$ cat config.mk
export PLATFORM = sky130hd
export DESIGN_NAME = seven_segment_serial_display_driver_flat
export DESIGN_NICKNAME = d
export VERILOG_FILES = /design/src/sv/ssd_pkg.sv /design/src/sv/ssd_in_if.sv /design/src/sv/ssd_out_if.sv /design/src/sv/ssd_front.sv /design/src/sv/ssd_digits.sv /design/src/sv/ssd_back.sv /design/src/sv/seven_segment_serial_display_driver.sv /design/src/flat_wrapper.sv
export SDC_FILE = /design/constraint.sdc
export NUM_CORES = 1
export LEC_CHECK = 0
export BUFFER_PORTS_ARGS = -buffer_cell sky130_fd_sc_hd__buf_2
export CORE_ASPECT_RATIO = 0.8
export CORE_MARGIN = 2
export CORE_UTILIZATION = 35
export DETAILED_ROUTE_END_ITERATION = 12
export PLACE_DENSITY = 0.5
export SYNTH_ARGS = -nofsm -noshare
export SYNTH_HDL_FRONTEND = slang
export SYNTH_SLANG_ARGS = --single-unit
$ cat constraint.sdc
create_clock -name clk -period 7.2 [get_ports clk]
set_input_delay 1.08 -clock clk [delete_from_list [all_inputs] [get_ports clk]]
set_output_delay 1.08 -clock clk [all_outputs]
set_load 0.1 [all_outputs]
$ cat src/sv/ssd_pkg.sv
// ----------------------------------------------------------------------------
// ssd_pkg
// Shared constants, types and the segment table for the two-wire
// seven-segment display driver.
// ----------------------------------------------------------------------------
package ssd_pkg;

  // number of displayed decimal digits
  localparam int NUM_DIGITS = 4;
  localparam int DIG_W      = (NUM_DIGITS > 1) ? $clog2(NUM_DIGITS) : 1;
  localparam int BYTE_IDX_W = $clog2(NUM_DIGITS + 1);
  // digit that carries the separator segment
  localparam int SEP_DIGIT  = NUM_DIGITS / 2 - 1;

  localparam int VALUE_W    = 32;
  localparam int BRIGHT_W   = 4;
  localparam logic [BRIGHT_W-1:0] BRIGHT_RST = 4'd8;

  // command bytes
  localparam logic [7:0] CMD_WRITE  = 8'h40;
  localparam logic [7:0] CMD_ADDR   = 8'hC0 | (8'h00 & 8'h03);
  localparam logic [7:0] CMD_BRIGHT = 8'h80;
  localparam logic [7:0] SEP_BIT    = 8'h80;

  // divide by ten: q = (v * RECIP10) >> RECIP_SHIFT, exact for 32-bit v
  localparam logic [VALUE_W-1:0] RECIP10 = 32'hCCCC_CCCD;
  localparam int RECIP_SHIFT = 35;
  localparam int PROD_W      = 2 * VALUE_W;
  localparam int QUO_W       = PROD_W - RECIP_SHIFT;

  // request queue between front and back
  localparam int QDEPTH = 2;
  localparam int QPTR_W = $clog2(QDEPTH);
  localparam int QCNT_W = $clog2(QDEPTH + 1);

  typedef enum logic {
    KIND_TICK,
    KIND_REQ
  } kind_t;

  typedef struct packed {
    kind_t              kind;
    logic [VALUE_W-1:0] value;
    logic               separator;
  } item_t;

  // segment byte write from the digit unit
  typedef struct packed {
    logic             we;
    logic [DIG_W-1:0] idx;
    logic [7:0]       data;
  } seg_wr_t;

  // hex digit to segment code, bit 0 = segment a
  function automatic logic [7:0] seg_code(input logic [3:0] d);
    logic [7:0] c;
    case (d)
      4'h0: c = 8'h3F;
      4'h1: c = 8'h06;
      4'h2: c = 8'h5B;
      4'h3: c = 8'h4F;
      4'h4: c = 8'h66;
      4'h5: c = 8'h6D;
      4'h6: c = 8'h7D;
      4'h7: c = 8'h07;
      4'h8: c = 8'h7F;
      4'h9: c = 8'h6F;
      4'hA: c = 8'h77;
      4'hB: c = 8'h7C;
      4'hC: c = 8'h39;
      4'hD: c = 8'h5E;
      4'hE: c = 8'h79;
      4'hF: c = 8'h71;
      default: c = 8'h00;
    endcase
    return c;
  endfunction

endpackage

$ cat src/sv/ssd_in_if.sv
// ----------------------------------------------------------------------------
// ssd_in_if
// Request channel: a phase tick or a new display request.
// ----------------------------------------------------------------------------
interface ssd_in_if;
  logic                         valid;
  logic                         ready;
  logic                         mode;
  logic [ssd_pkg::VALUE_W-1:0]  value;
  logic                         separator;

  modport source (output valid, mode, value, separator, input ready);
  modport sink   (input valid, mode, value, separator, output ready);
endinterface

$ cat src/sv/ssd_out_if.sv
// ----------------------------------------------------------------------------
// ssd_out_if
// Result channel: pin levels, busy and dropped flags after each request.
// ----------------------------------------------------------------------------
interface ssd_out_if;
  logic valid;
  logic ready;
  logic clk_level;
  logic dio_level;
  logic busy_res;
  logic dropped;

  modport source (output valid, clk_level, dio_level, busy_res, dropped, input ready);
  modport sink   (input valid, clk_level, dio_level, busy_res, dropped, output ready);
endinterface

$ cat src/sv/ssd_front.sv
// ----------------------------------------------------------------------------
// ssd_front
// Accepts requests, tags each as tick or display request and holds them
// in a short queue for the sequencer.
// ----------------------------------------------------------------------------
module ssd_front (
  input  logic              clk,
  input  logic              rst_n,
  ssd_in_if.sink            in_ch,
  output ssd_pkg::item_t    q_item,
  output logic              q_valid,
  input  logic              q_ready
);

  ssd_pkg::item_t                  mem_r [ssd_pkg::QDEPTH];
  logic [ssd_pkg::QPTR_W-1:0]      wr_ptr_r, rd_ptr_r;
  logic [ssd_pkg::QCNT_W-1:0]      cnt_r;
  logic                            push, pop;
  ssd_pkg::item_t                  new_item;

  // classify the incoming request
  always_comb begin
    new_item.kind      = in_ch.mode ? ssd_pkg::KIND_REQ : ssd_pkg::KIND_TICK;
    new_item.value     = in_ch.value;
    new_item.separator = in_ch.separator;
  end

  assign in_ch.ready = (cnt_r != ssd_pkg::QCNT_W'(ssd_pkg::QDEPTH));
  assign push        = in_ch.valid && in_ch.ready;
  assign q_valid     = (cnt_r != '0);
  assign pop         = q_valid && q_ready;
  assign q_item      = mem_r[rd_ptr_r];

  // queue storage
  always_ff @(posedge clk) begin
    if (push) begin
      mem_r[wr_ptr_r] <= new_item;
    end
  end

  // queue pointers and fill count
  always_ff @(posedge clk) begin
    if (!rst_n) begin
      wr_ptr_r <= '0;
      rd_ptr_r <= '0;
      cnt_r    <= '0;
    end else begin
      if (push) begin
        wr_ptr_r <= (wr_ptr_r == ssd_pkg::QPTR_W'(ssd_pkg::QDEPTH - 1)) ? '0 : wr_ptr_r + 1'b1;
      end
      if (pop) begin
        rd_ptr_r <= (rd_ptr_r == ssd_pkg::QPTR_W'(ssd_pkg::QDEPTH - 1)) ? '0 : rd_ptr_r + 1'b1;
      end
      if (push && !pop) begin
        cnt_r <= cnt_r + 1'b1;
      end else if (pop && !push) begin
        cnt_r <= cnt_r - 1'b1;
      end
    end
  end

endmodule

$ cat src/sv/ssd_digits.sv
// ----------------------------------------------------------------------------
// ssd_digits
// Splits the value into decimal digits, least significant first (multiply by
// reciprocal, then remainder), and writes the segment code of each digit.
// ----------------------------------------------------------------------------
module ssd_digits (
  input  logic                          clk,
  input  logic                          rst_n,
  input  logic                          start,
  input  logic [ssd_pkg::VALUE_W-1:0]   value,
  input  logic                          separator,
  output ssd_pkg::seg_wr_t              seg_wr
);

  logic                           busy_r;
  logic                           mul_r;
  logic [ssd_pkg::VALUE_W-1:0]    val_r;
  logic [ssd_pkg::PROD_W-1:0]     prod_r;
  logic [ssd_pkg::DIG_W-1:0]      idx_r;
  logic                           sep_r;

  logic [ssd_pkg::PROD_W-1:0]     prod;
  logic [ssd_pkg::VALUE_W-1:0]    quo;
  logic [ssd_pkg::VALUE_W-1:0]    quo10;
  logic [ssd_pkg::VALUE_W-1:0]    rem;
  logic [7:0]                     code;

  // reciprocal multiply
  assign prod = ssd_pkg::PROD_W'(val_r) * ssd_pkg::PROD_W'(ssd_pkg::RECIP10);

  // quotient, remainder and segment code
  always_comb begin
    quo   = ssd_pkg::VALUE_W'(prod_r[ssd_pkg::PROD_W-1:ssd_pkg::RECIP_SHIFT]);
    quo10 = (quo << 3) + (quo << 1);
    rem   = val_r - quo10;
    code  = ssd_pkg::seg_code(rem[3:0]);
    if (sep_r && (idx_r == ssd_pkg::DIG_W'(ssd_pkg::SEP_DIGIT))) begin
      code = code | ssd_pkg::SEP_BIT;
    end
  end

  always_comb begin
    seg_wr.we   = busy_r && mul_r;
    seg_wr.idx  = idx_r;
    seg_wr.data = code;
  end

  // datapath registers
  always_ff @(posedge clk) begin
    if (start) begin
      val_r <= value;
      idx_r <= ssd_pkg::DIG_W'(ssd_pkg::NUM_DIGITS - 1);
      sep_r <= separator;
    end else if (busy_r) begin
      if (!mul_r) begin
        prod_r <= prod;
      end else begin
        val_r <= quo;
        idx_r <= idx_r - 1'b1;
      end
    end
  end

  // control
  always_ff @(posedge clk) begin
    if (!rst_n) begin
      busy_r <= 1'b0;
      mul_r  <= 1'b0;
    end else if (start) begin
      busy_r <= 1'b1;
      mul_r  <= 1'b0;
    end else if (busy_r) begin
      mul_r <= !mul_r;
      if (mul_r && (idx_r == '0)) begin
        busy_r <= 1'b0;
      end
    end
  end

endmodule

$ cat src/sv/ssd_back.sv
// ----------------------------------------------------------------------------
// ssd_back
// Phase sequencer: takes one queued request per cycle unless out_ch stalls,
// drives the clock and data pins through three frames, registers the result.
// ----------------------------------------------------------------------------
module ssd_back (
  input  logic                           clk,
  input  logic                           rst_n,
  input  ssd_pkg::item_t                 q_item,
  input  logic                           q_valid,
  output logic                           q_ready,
  input  logic                           cfg_we,
  input  logic [ssd_pkg::BRIGHT_W-1:0]   cfg_wdata,
  output logic                           dig_start,
  input  ssd_pkg::seg_wr_t               seg_wr,
  ssd_out_if.source                      out_ch
);

  typedef enum logic [1:0] {
    FR_CMD,
    FR_DATA,
    FR_CTRL
  } frame_t;

  typedef enum logic [1:0] {
    P_START,
    P_BYTE,
    P_ACK,
    P_STOP
  } part_t;

  frame_t                             frame_r, frame_nxt;
  part_t                              part_r, part_nxt;
  logic [ssd_pkg::BYTE_IDX_W-1:0]     byte_r, byte_nxt;
  logic [2:0]                         bit_r, bit_nxt;
  logic [1:0]                         sub_r, sub_nxt;
  logic                               active_r, active_nxt;
  logic                               clk_pin_r, clk_pin_nxt;
  logic                               dio_pin_r, dio_pin_nxt;
  logic                               out_valid_r, out_valid_nxt;
  logic                               busy_out_r, busy_out_nxt;
  logic                               drop_out_r, drop_out_nxt;
  logic [ssd_pkg::BRIGHT_W-1:0]       bright_r;
  logic [7:0]                         seg_r [ssd_pkg::NUM_DIGITS];

  logic                               take;
  logic [ssd_pkg::BYTE_IDX_W-1:0]     seg_sel;
  logic [7:0]                         cur_byte;
  logic [ssd_pkg::BYTE_IDX_W-1:0]     last_byte;

  assign q_ready = !out_valid_r || out_ch.ready;
  assign take    = q_valid && q_ready;

  assign out_ch.valid     = out_valid_r;
  assign out_ch.clk_level = clk_pin_r;
  assign out_ch.dio_level = dio_pin_r;
  assign out_ch.busy_res  = busy_out_r;
  assign out_ch.dropped   = drop_out_r;

  // byte being sent
  assign seg_sel = byte_r - 1'b1;
  always_comb begin
    case (frame_r)
      FR_CMD:  cur_byte = ssd_pkg::CMD_WRITE;
      FR_DATA: cur_byte = (byte_r == '0) ? ssd_pkg::CMD_ADDR
                                         : seg_r[seg_sel[ssd_pkg::DIG_W-1:0]];
      FR_CTRL: cur_byte = ssd_pkg::CMD_BRIGHT | 8'(bright_r);
      default: cur_byte = 8'h00;
    endcase
    last_byte = (frame_r == FR_DATA) ? ssd_pkg::BYTE_IDX_W'(ssd_pkg::NUM_DIGITS) : '0;
  end

  // sequencer next state
  always_comb begin
    frame_nxt     = frame_r;
    part_nxt      = part_r;
    byte_nxt      = byte_r;
    bit_nxt       = bit_r;
    sub_nxt       = sub_r;
    active_nxt    = active_r;
    clk_pin_nxt   = clk_pin_r;
    dio_pin_nxt   = dio_pin_r;
    out_valid_nxt = out_valid_r;
    busy_out_nxt  = busy_out_r;
    drop_out_nxt  = drop_out_r;
    dig_start     = 1'b0;

    if (take) begin
      drop_out_nxt = 1'b0;
      if (q_item.kind == ssd_pkg::KIND_REQ) begin
        if (active_r) begin
          drop_out_nxt = 1'b1;
        end else begin
          // arm a new transfer
          active_nxt = 1'b1;
          dig_start  = 1'b1;
          frame_nxt  = FR_CMD;
          part_nxt   = P_START;
          byte_nxt   = '0;
          bit_nxt    = '0;
          sub_nxt    = '0;
        end
      end else if (active_r) begin
        case (part_r)
          P_START: begin
            dio_pin_nxt = 1'b0;
            part_nxt    = P_BYTE;
            byte_nxt    = '0;
            bit_nxt     = '0;
            sub_nxt     = '0;
          end
          P_BYTE: begin
            // clock low, data bit, clock high
            case (sub_r)
              2'd0:    clk_pin_nxt = 1'b0;
              2'd1:    dio_pin_nxt = cur_byte[bit_r];
              default: clk_pin_nxt = 1'b1;
            endcase
            if (sub_r == 2'd2) begin
              sub_nxt = '0;
              if (bit_r == 3'd7) begin
                part_nxt = P_ACK;
              end else begin
                bit_nxt = bit_r + 1'b1;
              end
            end else begin
              sub_nxt = sub_r + 1'b1;
            end
          end
          P_ACK: begin
            // dummy acknowledge, never sampled
            case (sub_r)
              2'd0: begin
                clk_pin_nxt = 1'b0;
                dio_pin_nxt = 1'b1;
              end
              2'd1:    clk_pin_nxt = 1'b1;
              2'd2:    dio_pin_nxt = 1'b0;
              default: clk_pin_nxt = 1'b0;
            endcase
            sub_nxt = sub_r + 1'b1;
            if (sub_r == 2'd3) begin
              bit_nxt = '0;
              if (byte_r == last_byte) begin
                part_nxt = P_STOP;
              end else begin
                part_nxt = P_BYTE;
                byte_nxt = byte_r + 1'b1;
              end
            end
          end
          default: begin
            // stop: data low, clock high, data high
            case (sub_r)
              2'd0:    dio_pin_nxt = 1'b0;
              2'd1:    clk_pin_nxt = 1'b1;
              default: dio_pin_nxt = 1'b1;
            endcase
            if (sub_r == 2'd2) begin
              sub_nxt  = '0;
              part_nxt = P_START;
              case (frame_r)
                FR_CMD:  frame_nxt = FR_DATA;
                FR_DATA: frame_nxt = FR_CTRL;
                default: begin
                  frame_nxt  = FR_CMD;
                  active_nxt = 1'b0;
                end
              endcase
            end else begin
              sub_nxt = sub_r + 1'b1;
            end
          end
        endcase
      end
      out_valid_nxt = 1'b1;
      busy_out_nxt  = active_nxt;
    end else if (out_ch.ready) begin
      out_valid_nxt = 1'b0;
    end
  end

  // state and registered outputs
  always_ff @(posedge clk) begin
    if (!rst_n) begin
      frame_r     <= FR_CMD;
      part_r      <= P_START;
      byte_r      <= '0;
      bit_r       <= '0;
      sub_r       <= '0;
      active_r    <= 1'b0;
      clk_pin_r   <= 1'b0;
      dio_pin_r   <= 1'b0;
      out_valid_r <= 1'b0;
      busy_out_r  <= 1'b0;
      drop_out_r  <= 1'b0;
      bright_r    <= ssd_pkg::BRIGHT_RST;
    end else begin
      frame_r     <= frame_nxt;
      part_r      <= part_nxt;
      byte_r      <= byte_nxt;
      bit_r       <= bit_nxt;
      sub_r       <= sub_nxt;
      active_r    <= active_nxt;
      clk_pin_r   <= clk_pin_nxt;
      dio_pin_r   <= dio_pin_nxt;
      out_valid_r <= out_valid_nxt;
      busy_out_r  <= busy_out_nxt;
      drop_out_r  <= drop_out_nxt;
      if (cfg_we) begin
        bright_r <= cfg_wdata;
      end
    end
  end

  // segment byte store, filled by the digit unit
  always_ff @(posedge clk) begin
    if (seg_wr.we) begin
      seg_r[seg_wr.idx] <= seg_wr.data;
    end
  end

endmodule

$ cat src/sv/seven_segment_serial_display_driver.sv
// ----------------------------------------------------------------------------
// seven_segment_serial_display_driver
// Two-wire seven-segment display driver: converts a value to four segment
// bytes and sends three command frames, one pin phase per tick request.
// ----------------------------------------------------------------------------
//  channel   dir  handshake      payload
//  in_ch     in   valid/ready    mode, value[31:0], separator
//  out_ch    out  valid/ready    clk_level, dio_level, busy_res, dropped
//  cfg       in   cfg_we         cfg_wdata[3:0] = brightness
//
//  one request per cycle sustained while out_ch takes each result; each request
//  gives one result, registered in the queue and then in the sequencer register.
//  a display request starts the digit unit, which finds each digit by a
//  reciprocal multiply and then a remainder; the bytes are ready long before
//  the first data byte goes out.
//  reset (rst_n low, synchronous) leaves the block idle, pins low, brightness 8.
//  a two-entry queue takes up to two requests while a result waits on out_ch.
// ----------------------------------------------------------------------------
module seven_segment_serial_display_driver (
  input  logic                          clk,
  input  logic                          rst_n,
  ssd_in_if.sink                        in_ch,
  ssd_out_if.source                     out_ch,
  input  logic                          cfg_we,
  input  logic [ssd_pkg::BRIGHT_W-1:0]  cfg_wdata
);

  ssd_pkg::item_t    q_item;
  logic              q_valid;
  logic              q_ready;
  logic              dig_start;
  ssd_pkg::seg_wr_t  seg_wr;

  // accept and queue requests
  ssd_front u_front (
    .clk     (clk),
    .rst_n   (rst_n),
    .in_ch   (in_ch),
    .q_item  (q_item),
    .q_valid (q_valid),
    .q_ready (q_ready)
  );

  // decimal digits to segment codes
  ssd_digits u_digits (
    .clk       (clk),
    .rst_n     (rst_n),
    .start     (dig_start),
    .value     (q_item.value),
    .separator (q_item.separator),
    .seg_wr    (seg_wr)
  );

  // pin phase sequencer and result register
  ssd_back u_back (
    .clk       (clk),
    .rst_n     (rst_n),
    .q_item    (q_item),
    .q_valid   (q_valid),
    .q_ready   (q_ready),
    .cfg_we    (cfg_we),
    .cfg_wdata (cfg_wdata),
    .dig_start (dig_start),
    .seg_wr    (seg_wr),
    .out_ch    (out_ch)
  );

endmodule
$ cat src/flat_wrapper.sv
// flat-port wrapper written by rule: the top's interface ports become plain ports
module seven_segment_serial_display_driver_flat 
  (clk, rst_n, cfg_we, cfg_wdata, in_ch_valid, in_ch_mode, in_ch_value, in_ch_separator, in_ch_ready, out_ch_valid, out_ch_clk_level, out_ch_dio_level, out_ch_busy_res, out_ch_dropped, out_ch_ready);
  ssd_in_if in_ch_i ();
  ssd_out_if out_ch_i ();
  input  logic clk;
  input  logic rst_n;
  input  logic cfg_we;
  input  logic [ssd_pkg::BRIGHT_W-1:0] cfg_wdata;
  input wire logic [$bits(in_ch_i.valid)-1:0] in_ch_valid;
  input wire logic [$bits(in_ch_i.mode)-1:0] in_ch_mode;
  input wire logic [$bits(in_ch_i.value)-1:0] in_ch_value;
  input wire logic [$bits(in_ch_i.separator)-1:0] in_ch_separator;
  output wire logic [$bits(in_ch_i.ready)-1:0] in_ch_ready;
  output wire logic [$bits(out_ch_i.valid)-1:0] out_ch_valid;
  output wire logic [$bits(out_ch_i.clk_level)-1:0] out_ch_clk_level;
  output wire logic [$bits(out_ch_i.dio_level)-1:0] out_ch_dio_level;
  output wire logic [$bits(out_ch_i.busy_res)-1:0] out_ch_busy_res;
  output wire logic [$bits(out_ch_i.dropped)-1:0] out_ch_dropped;
  input wire logic [$bits(out_ch_i.ready)-1:0] out_ch_ready;
  assign in_ch_i.valid = in_ch_valid;
  assign in_ch_i.mode = in_ch_mode;
  assign in_ch_i.value = in_ch_value;
  assign in_ch_i.separator = in_ch_separator;
  assign in_ch_ready = in_ch_i.ready;
  assign out_ch_valid = out_ch_i.valid;
  assign out_ch_clk_level = out_ch_i.clk_level;
  assign out_ch_dio_level = out_ch_i.dio_level;
  assign out_ch_busy_res = out_ch_i.busy_res;
  assign out_ch_dropped = out_ch_i.dropped;
  assign out_ch_i.ready = out_ch_ready;
  seven_segment_serial_display_driver u_core (.clk(clk), .rst_n(rst_n), .in_ch(in_ch_i), .out_ch(out_ch_i), .cfg_we(cfg_we), .cfg_wdata(cfg_wdata));
endmodule
==> results of run 1 <==
[worst min path at each step]
stage | startpoint | endpoint | depth (start not counted)
3_5_place_dp | u_core.u_back.out_ch.dio_level | u_core.u_back.out_ch.dio_level | 2
6_report | u_core.u_back.out_ch.dropped | u_core.u_back.out_ch.dropped | 2
3_3_place_gp | u_core.u_back.out_ch.dio_level | u_core.u_back.out_ch.dio_level | 2
5_1_grt | u_core.u_back.out_ch.dio_level | u_core.u_back.out_ch.dio_level | 2
2_1_floorplan | u_core.u_back.bright_r[1] | u_core.u_back.bright_r[1] | 2
4_1_cts | u_core.u_back.out_ch.dio_level | u_core.u_back.out_ch.dio_level | 2
[state kept, by name, summed over array words and instances, names as in the netlist, 3 cells and up, named ones only]
register / count
u_core.u_front.mem_r: 68
u_core.u_back.seg_r: 32
u_core.u_digits.val_r: 32
u_core.u_digits.prod_r: 29
u_core.u_back.bright_r: 4
u_core.u_back.bit_r: 3
u_core.u_back.byte_r: 3
[worst reg2reg max path, cell delays in order, from the launching register on]
cell and delay (ns):
edfxtp_1 0.49, buf_4 0.19, ha_4 0.30, inv_1 0.09, fa_1 0.50, inv_1 0.06
fa_1 0.51, inv_1 0.06, fa_1 0.51, inv_1 0.06, fa_1 0.59, fa_1 0.44
fa_1 0.55, fa_1 0.44, ha_1 0.31, nand4_1 0.18, nor2_2 0.20, o211ai_4 0.13
a2111oi_4 0.31, a211oi_2 0.08, buf_4 0.16, a31oi_4 0.24, a21oi_4 0.12, o21ai_2 0.14
xor2_1 0.08
[layout make-up]
| type | count | area [sq um] |
|---|---|---|
| inverters | 580 | 2180 |
| clock inverters | 14 | 175.2 |
| multi-input cells | 1443 | 17440 |
| fillers | 6860 | 41700 |
| well taps | 934 | 1169 |
| clock buffers | 18 | 450.4 |
| repair buffers | 247 | 1738 |
| diodes | 2 | 5.005 |
| flip-flops and latches | 192 | 5466 |
[routing by layer]
layer | vias up | share of wire, % | global-route usage [%]
li1 | 7704 | - | -
met2 | 385 | 40 | 29.47
met1 | 8345 | 50 | 32.92
met4 | 0 | 1.3 | 3.946
met5 | - | 0 | 0
met3 | 47 | 7.9 | 5.847
[repair_timing]
item | 4_1_cts | 5_1_grt
pin swaps | 0 | 27
resized for setup | 5 | 59
buffers inserted | 2 | 27
endpoints found under the setup margin | 8 | 21
[kinds of logic (layout without fill, tap and decap cells)]
family | count (synthesis) | count (layout) | synth area share [%]
mux | 58 | 58 | 2.831
flops | 192 | 192 | 22.01
xor+xnor | 90 | 90 | 3.174
other cells | 0 | 2 | 0
fa+ha+maj | 765 | 765 | 50.24
simple gates | 250 | 250 | 4.836
compound gates | 280 | 280 | 7.466
buf+inv | 618 | 859 | 9.451
[through the flow]
step                      setup WS (ns)  area (sq um)  std cells  util (%)  setup TNS [ns]
after floorplan                  0.5533         24840       2253         -               0
after global placement          0.03425         27360       3366     38.91               0
after detailed placement      -0.009059         27360       3366     38.91       -0.009059
after CTS                      0.001244         28020       3400     39.84               0
after global routing           -0.06685         28610       3428     40.69         -0.1783
final                            0.1928         28620       3430     40.70               0
[cells in the mapped netlist, types with 3 or more instances]
master	number	share of area [%]
inv_1	579	8.8
fa_1	387	31
ha_1	378	19
edfxtp_1	162	20
nand2_1	95	1.4
a21oi_1	88	1.8
o21ai_0	62	1.2
nor2_1	57	0.86
xor2_1	52	1.8
mux2i_1	43	1.7
a21o_1	41	1.2
xnor2_1	38	1.3
dfxtp_1	30	2.4
clkbuf_1	25	0.38
nand3_1	18	0.36
and2_1	13	0.33
and3_1	12	0.30
nand4_1	11	0.28
nor3_1	11	0.22
o211ai_1	11	0.33
a211oi_1	10	0.30
mux4_2	9	0.82
buf_2	7	0.14
nand2b_1	6	0.15
o21ai_1	6	0.12
o21bai_1	6	0.18
mux2_2	5	0.23
nor2b_1	5	0.13
o21a_1	5	0.15
a21boi_0	4	0.12
a22oi_1	4	0.12
a2111oi_0	3	0.11
a211oi_2	3	0.15
a41oi_1	3	0.11
nor3b_1	3	0.091
==> results.cfg, run 1 <==
[worst_setup_path]
r2r_setup_slack_ns = 0.19
critPathBufInv = 6
slowest_stage = fa_1
cp_cell_sequence = buf_4, ha_4, inv_1, fa_1, inv_1, fa_1, inv_1, fa_1, inv_1, fa_1, fa_1, fa_1, fa_1, ha_1, nand4_1, nor2_2, o211ai_4, a2111oi_4, a211oi_2, buf_4, a31oi_4, a21oi_4, o21ai_2, xor2_1
cp_top_family = adder cells
crit_start = u_core.u_digits.val_r[19]
timing.rr.end = u_core.u_digits.prod_r[60]
cp_data_arrival_time_ns = 7.23
r2r_cells = 24
cpMostUsedCell = fa_1
cp.required_ns = 7.43
cp-end-kind = flop
worstSetupEndpoint = u_core.u_digits.prod_r[60]
critPathLaunchType = flop
worstSetupPathType = flop to flop
crit_cells = 24
reg2reg_from = u_core.u_digits.val_r[19]
critPathMaxFanout = 4
worst_path_largest_cell_delay_ns = 0.59

[timing]
setup_violations = 0
rsz0062_at_grt = true
hold_viol = 0
relSlewSlack_pct = 14.70
fin_crit_ns = 7.007
timing.final.crit_share_pct = 97.32
fmax_mhz = 142.7
hold_ws_ns = 0.4852
skew_ns = 0.03426
slew_violations = 0
worstMarginPinSlew_ns = 1.266

[placed_design]
hpwl_microns = 64920
gp_congestion = 0.9792
io_buffers = 48

[clock_network]
clk_root_buffer_cell = clkbuf_16
clockBufferDepth = 2
cts_tree = done
cts_max_level = 4
cts_num_sinks = 192
cts.clk_slew.worst_paths_ns = 0.11
cts_hold_buf = 0
insertion_delay_ns = 0.51
cts_buffers = 17

[logic_synthesis]
synth_cell_types = 82
syn_nets = 3061
synth_edf_count = 162
synth_area_sq_um = 24840
synthArstFlopShare_pct = 0
yosysWarnings = 0
yosys_most_used_dff = edfxtp_1
synth_cells = 2253
avgSynthCellArea_sq_um = 11.02
ys_seq_area_share_pct = 22.01
ys_seq_elements = 192

[grt]
grt_pass1_vias = 17910
antenna_found_initial = 4
grt_remaining_overflow = 0
grt_start_max_net_pins = 35
grt_pass1_wl_microns = 114000
grt_usage_pct = 21.28

[route]
wl_per_cell_microns = 21.68
ant_nets = 0
route.detailed.drc = 0
firstDrtPassIters = 5
wl_microns = 74380
vias_per_cell = 4.805
drtIter0Drc = 1073
num_vias = 16480

[cells_and_area]
areaGrowthSynthToFinish_pct = 15.23
final_cell_mix = inv_1 (579), fa_1 (383), ha_1 (357)
drive_above_1_share_pct = 15.04
final_common_cell = inv_1
final_nets = 3289

[run]
maxCapViolCount = 0

[floorplan]
ioPinCount = 49
die-area_sq_um = 73120
die-width_microns = 301.8
initial_core_util_pct = 35.32
rows = 87
core_sq_um = 70320
die_h_microns = 242.3

[min_path]
hold_path.class = flop to flop

[outcome]
status = finished clean
Power of run 1 is not shown: default switching activity piles up to over one toggle a cycle in this logic, so the estimate is an artifact.
==> run 2: changes to the inputs <==
- BUFFER_PORTS_ARGS: -buffer_cell sky130_fd_sc_hd__buf_2 -> -buffer_cell sky130_fd_sc_hd__clkbuf_2
==> results.cfg, run 2 (synthesized netlist as in run 1, its figures left out) <==
[grt]
grt_start_max_net_pins = 36
grt_usage_pct = 21.08
grt_pass1_wl_microns = 112900
antenna_found_initial = 1
grt_remaining_overflow = 0
grt_pass1_vias = 18080

[worst_setup_path]
cp_top_family = adder cells
slowest_stage = fa_1
crit_start = u_core.u_digits.val_r[5]
cp-end-kind = flop
cpMostUsedCell = fa_1
cp.required_ns = 7.46
worstSetupPathType = flop to flop
r2r_cells = 22
critPathMaxFanout = 5
reg2reg_from = u_core.u_digits.val_r[5]
crit_cells = 22
critPathBufInv = 4
worst_path_largest_cell_delay_ns = 0.62
cp_data_arrival_time_ns = 7.36
timing.rr.end = u_core.u_digits.prod_r[63]
worstSetupEndpoint = u_core.u_digits.prod_r[63]
r2r_setup_slack_ns = 0.11
cp_cell_sequence = buf_4, ha_1, ha_2, or2_2, fa_1, fa_1, fa_1, fa_1, fa_1, inv_1, fa_1, inv_1, ha_4, nand4_1, buf_4, or4_4, nor3_4, a22oi_2, o211a_4, o31ai_4, a21oi_2, xnor2_1
critPathLaunchType = flop

[route]
num_vias = 16490
firstDrtPassIters = 5
drtIter0Drc = 1086
wl_per_cell_microns = 21.53
vias_per_cell = 4.810
ant_nets = 0
route.detailed.drc = 0
wl_microns = 73820

[cells_and_area]
drive_above_1_share_pct = 15.64
final_nets = 3289
largest_registers = u_core.u_front.mem_r: 68 flops, u_core.u_back.seg_r: 32 flops, u_core.u_digits.val_r: 32 flops
largest_reg_flops = 68
regMostFlops = u_core.u_front.mem_r
areaGrowthSynthToFinish_pct = 15.65
final_common_cell = inv_1
final_cells = 3429
final_cell_mix = inv_1 (570), fa_1 (380), ha_1 (347)

[floorplan]
die_h_microns = 242.3
core_sq_um = 70320
rows = 87
initial_core_util_pct = 35.32
die-area_sq_um = 73120
ioPinCount = 49
die-width_microns = 301.8

[placed_design]
io_buffers = 48
place_inst = 3363
hpwl_microns = 64750
gp_congestion = 0.9702

[timing]
slew_violations = 0
relSlewSlack_pct = 15.17
setup_violations = 0
tns_ns = 0
fin_crit_ns = 7.092
hold_ws_ns = 0.4885
rsz0062_at_grt = true
fmax_mhz = 141.0
worstMarginPinSlew_ns = 1.259
skew_ns = 0.03191
timing.final.crit_share_pct = 98.50
hold_viol = 0

[min_path]
hold_path.class = flop to flop

[clock_network]
cts_num_sinks = 192
cts_tree = done
clk_root_buffer_cell = clkbuf_16
cts.clk_slew.worst_paths_ns = 0.11
cts_hold_buf = 0
insertion_delay_ns = 0.51
clockBufferDepth = 2
cts_buffers = 17
cts_max_level = 4

[outcome]
status = finished clean

[run]
maxCapViolCount = 0
## run 2: cell type report
| class | instances | area (sq um) |
|---|---|---|
| Antenna cell | 1 | 2.502 |
| Clock buffer | 19 | 454.2 |
| Clock inverter | 13 | 131.4 |
| Fill cell | 6909 | 41600 |
| Inverter | 580 | 2187 |
| Multi-Input combinational cell | 1443 | 17570 |
| Sequential cell | 192 | 5466 |
| Tap cell | 934 | 1169 |
| Timing Repair Buffer | 247 | 1745 |
## run 2: worst register-to-register path, delay by kind of cell (launching register included)
kind | cells | cell delay, ns
XOR/XNOR | 1 | 0.13
AND/OR/NAND/NOR | 4 | 1.05
AO/OA/AOI/OAI | 4 | 0.77
adder cells (fa/ha/maj) | 9 | 3.93
flip-flops | 1 | 0.51
buffers and inverters | 4 | 0.49
## run 2: routing by layer
metal	up-vias	wire, microns	global-route usage [%]
met4	0	752	3.509
met1	8348	35220	31.22
met2	402	30110	29.06
met3	42	7747	8.394
met5	-	0	0
li1	7700	-	-
## run 2: repair_timing
| item | 4_1_cts | 5_1_grt |
|---|---|---|
| gates resized for setup | 6 | 82 |
| setup endpoints to repair | 9 | 23 |
| buffers inserted | 5 | 28 |
| pin swaps | 0 | 40 |
## run 2: worst min-delay path by stage
stage	start	endpoint	slack [ns]	cells after the start
5_1_grt	u_core.u_back.out_ch.dio_level	u_core.u_back.out_ch.dio_level	0.53	2
3_5_place_dp	u_core.u_back.out_ch.dio_level	u_core.u_back.out_ch.dio_level	0.48	2
6_report	u_core.u_back.out_ch.dio_level	u_core.u_back.out_ch.dio_level	0.49	2
2_1_floorplan	u_core.u_back.bright_r[1]	u_core.u_back.bright_r[1]	0.45	2
4_1_cts	u_core.u_back.out_ch.dio_level	u_core.u_back.out_ch.dio_level	0.49	2
3_3_place_gp	u_core.u_back.out_ch.dio_level	u_core.u_back.out_ch.dio_level	0.47	2
## run 2: metrics by stage
stage / worst slack [ns] / cell area, sq um / util (%)
6_report: 0.1080 / 28720 / 40.85
5_1_grt: -0.04411 / 28720 / 40.84
4_1_cts: -0.01918 / 27990 / 39.80
3_5_place_dp: -0.07276 / 27340 / 38.88
3_3_place_gp: 0.02968 / 27340 / 38.88
2_1_floorplan: 0.5533 / 24840 / -
Power of run 2 is left out for the same reason.
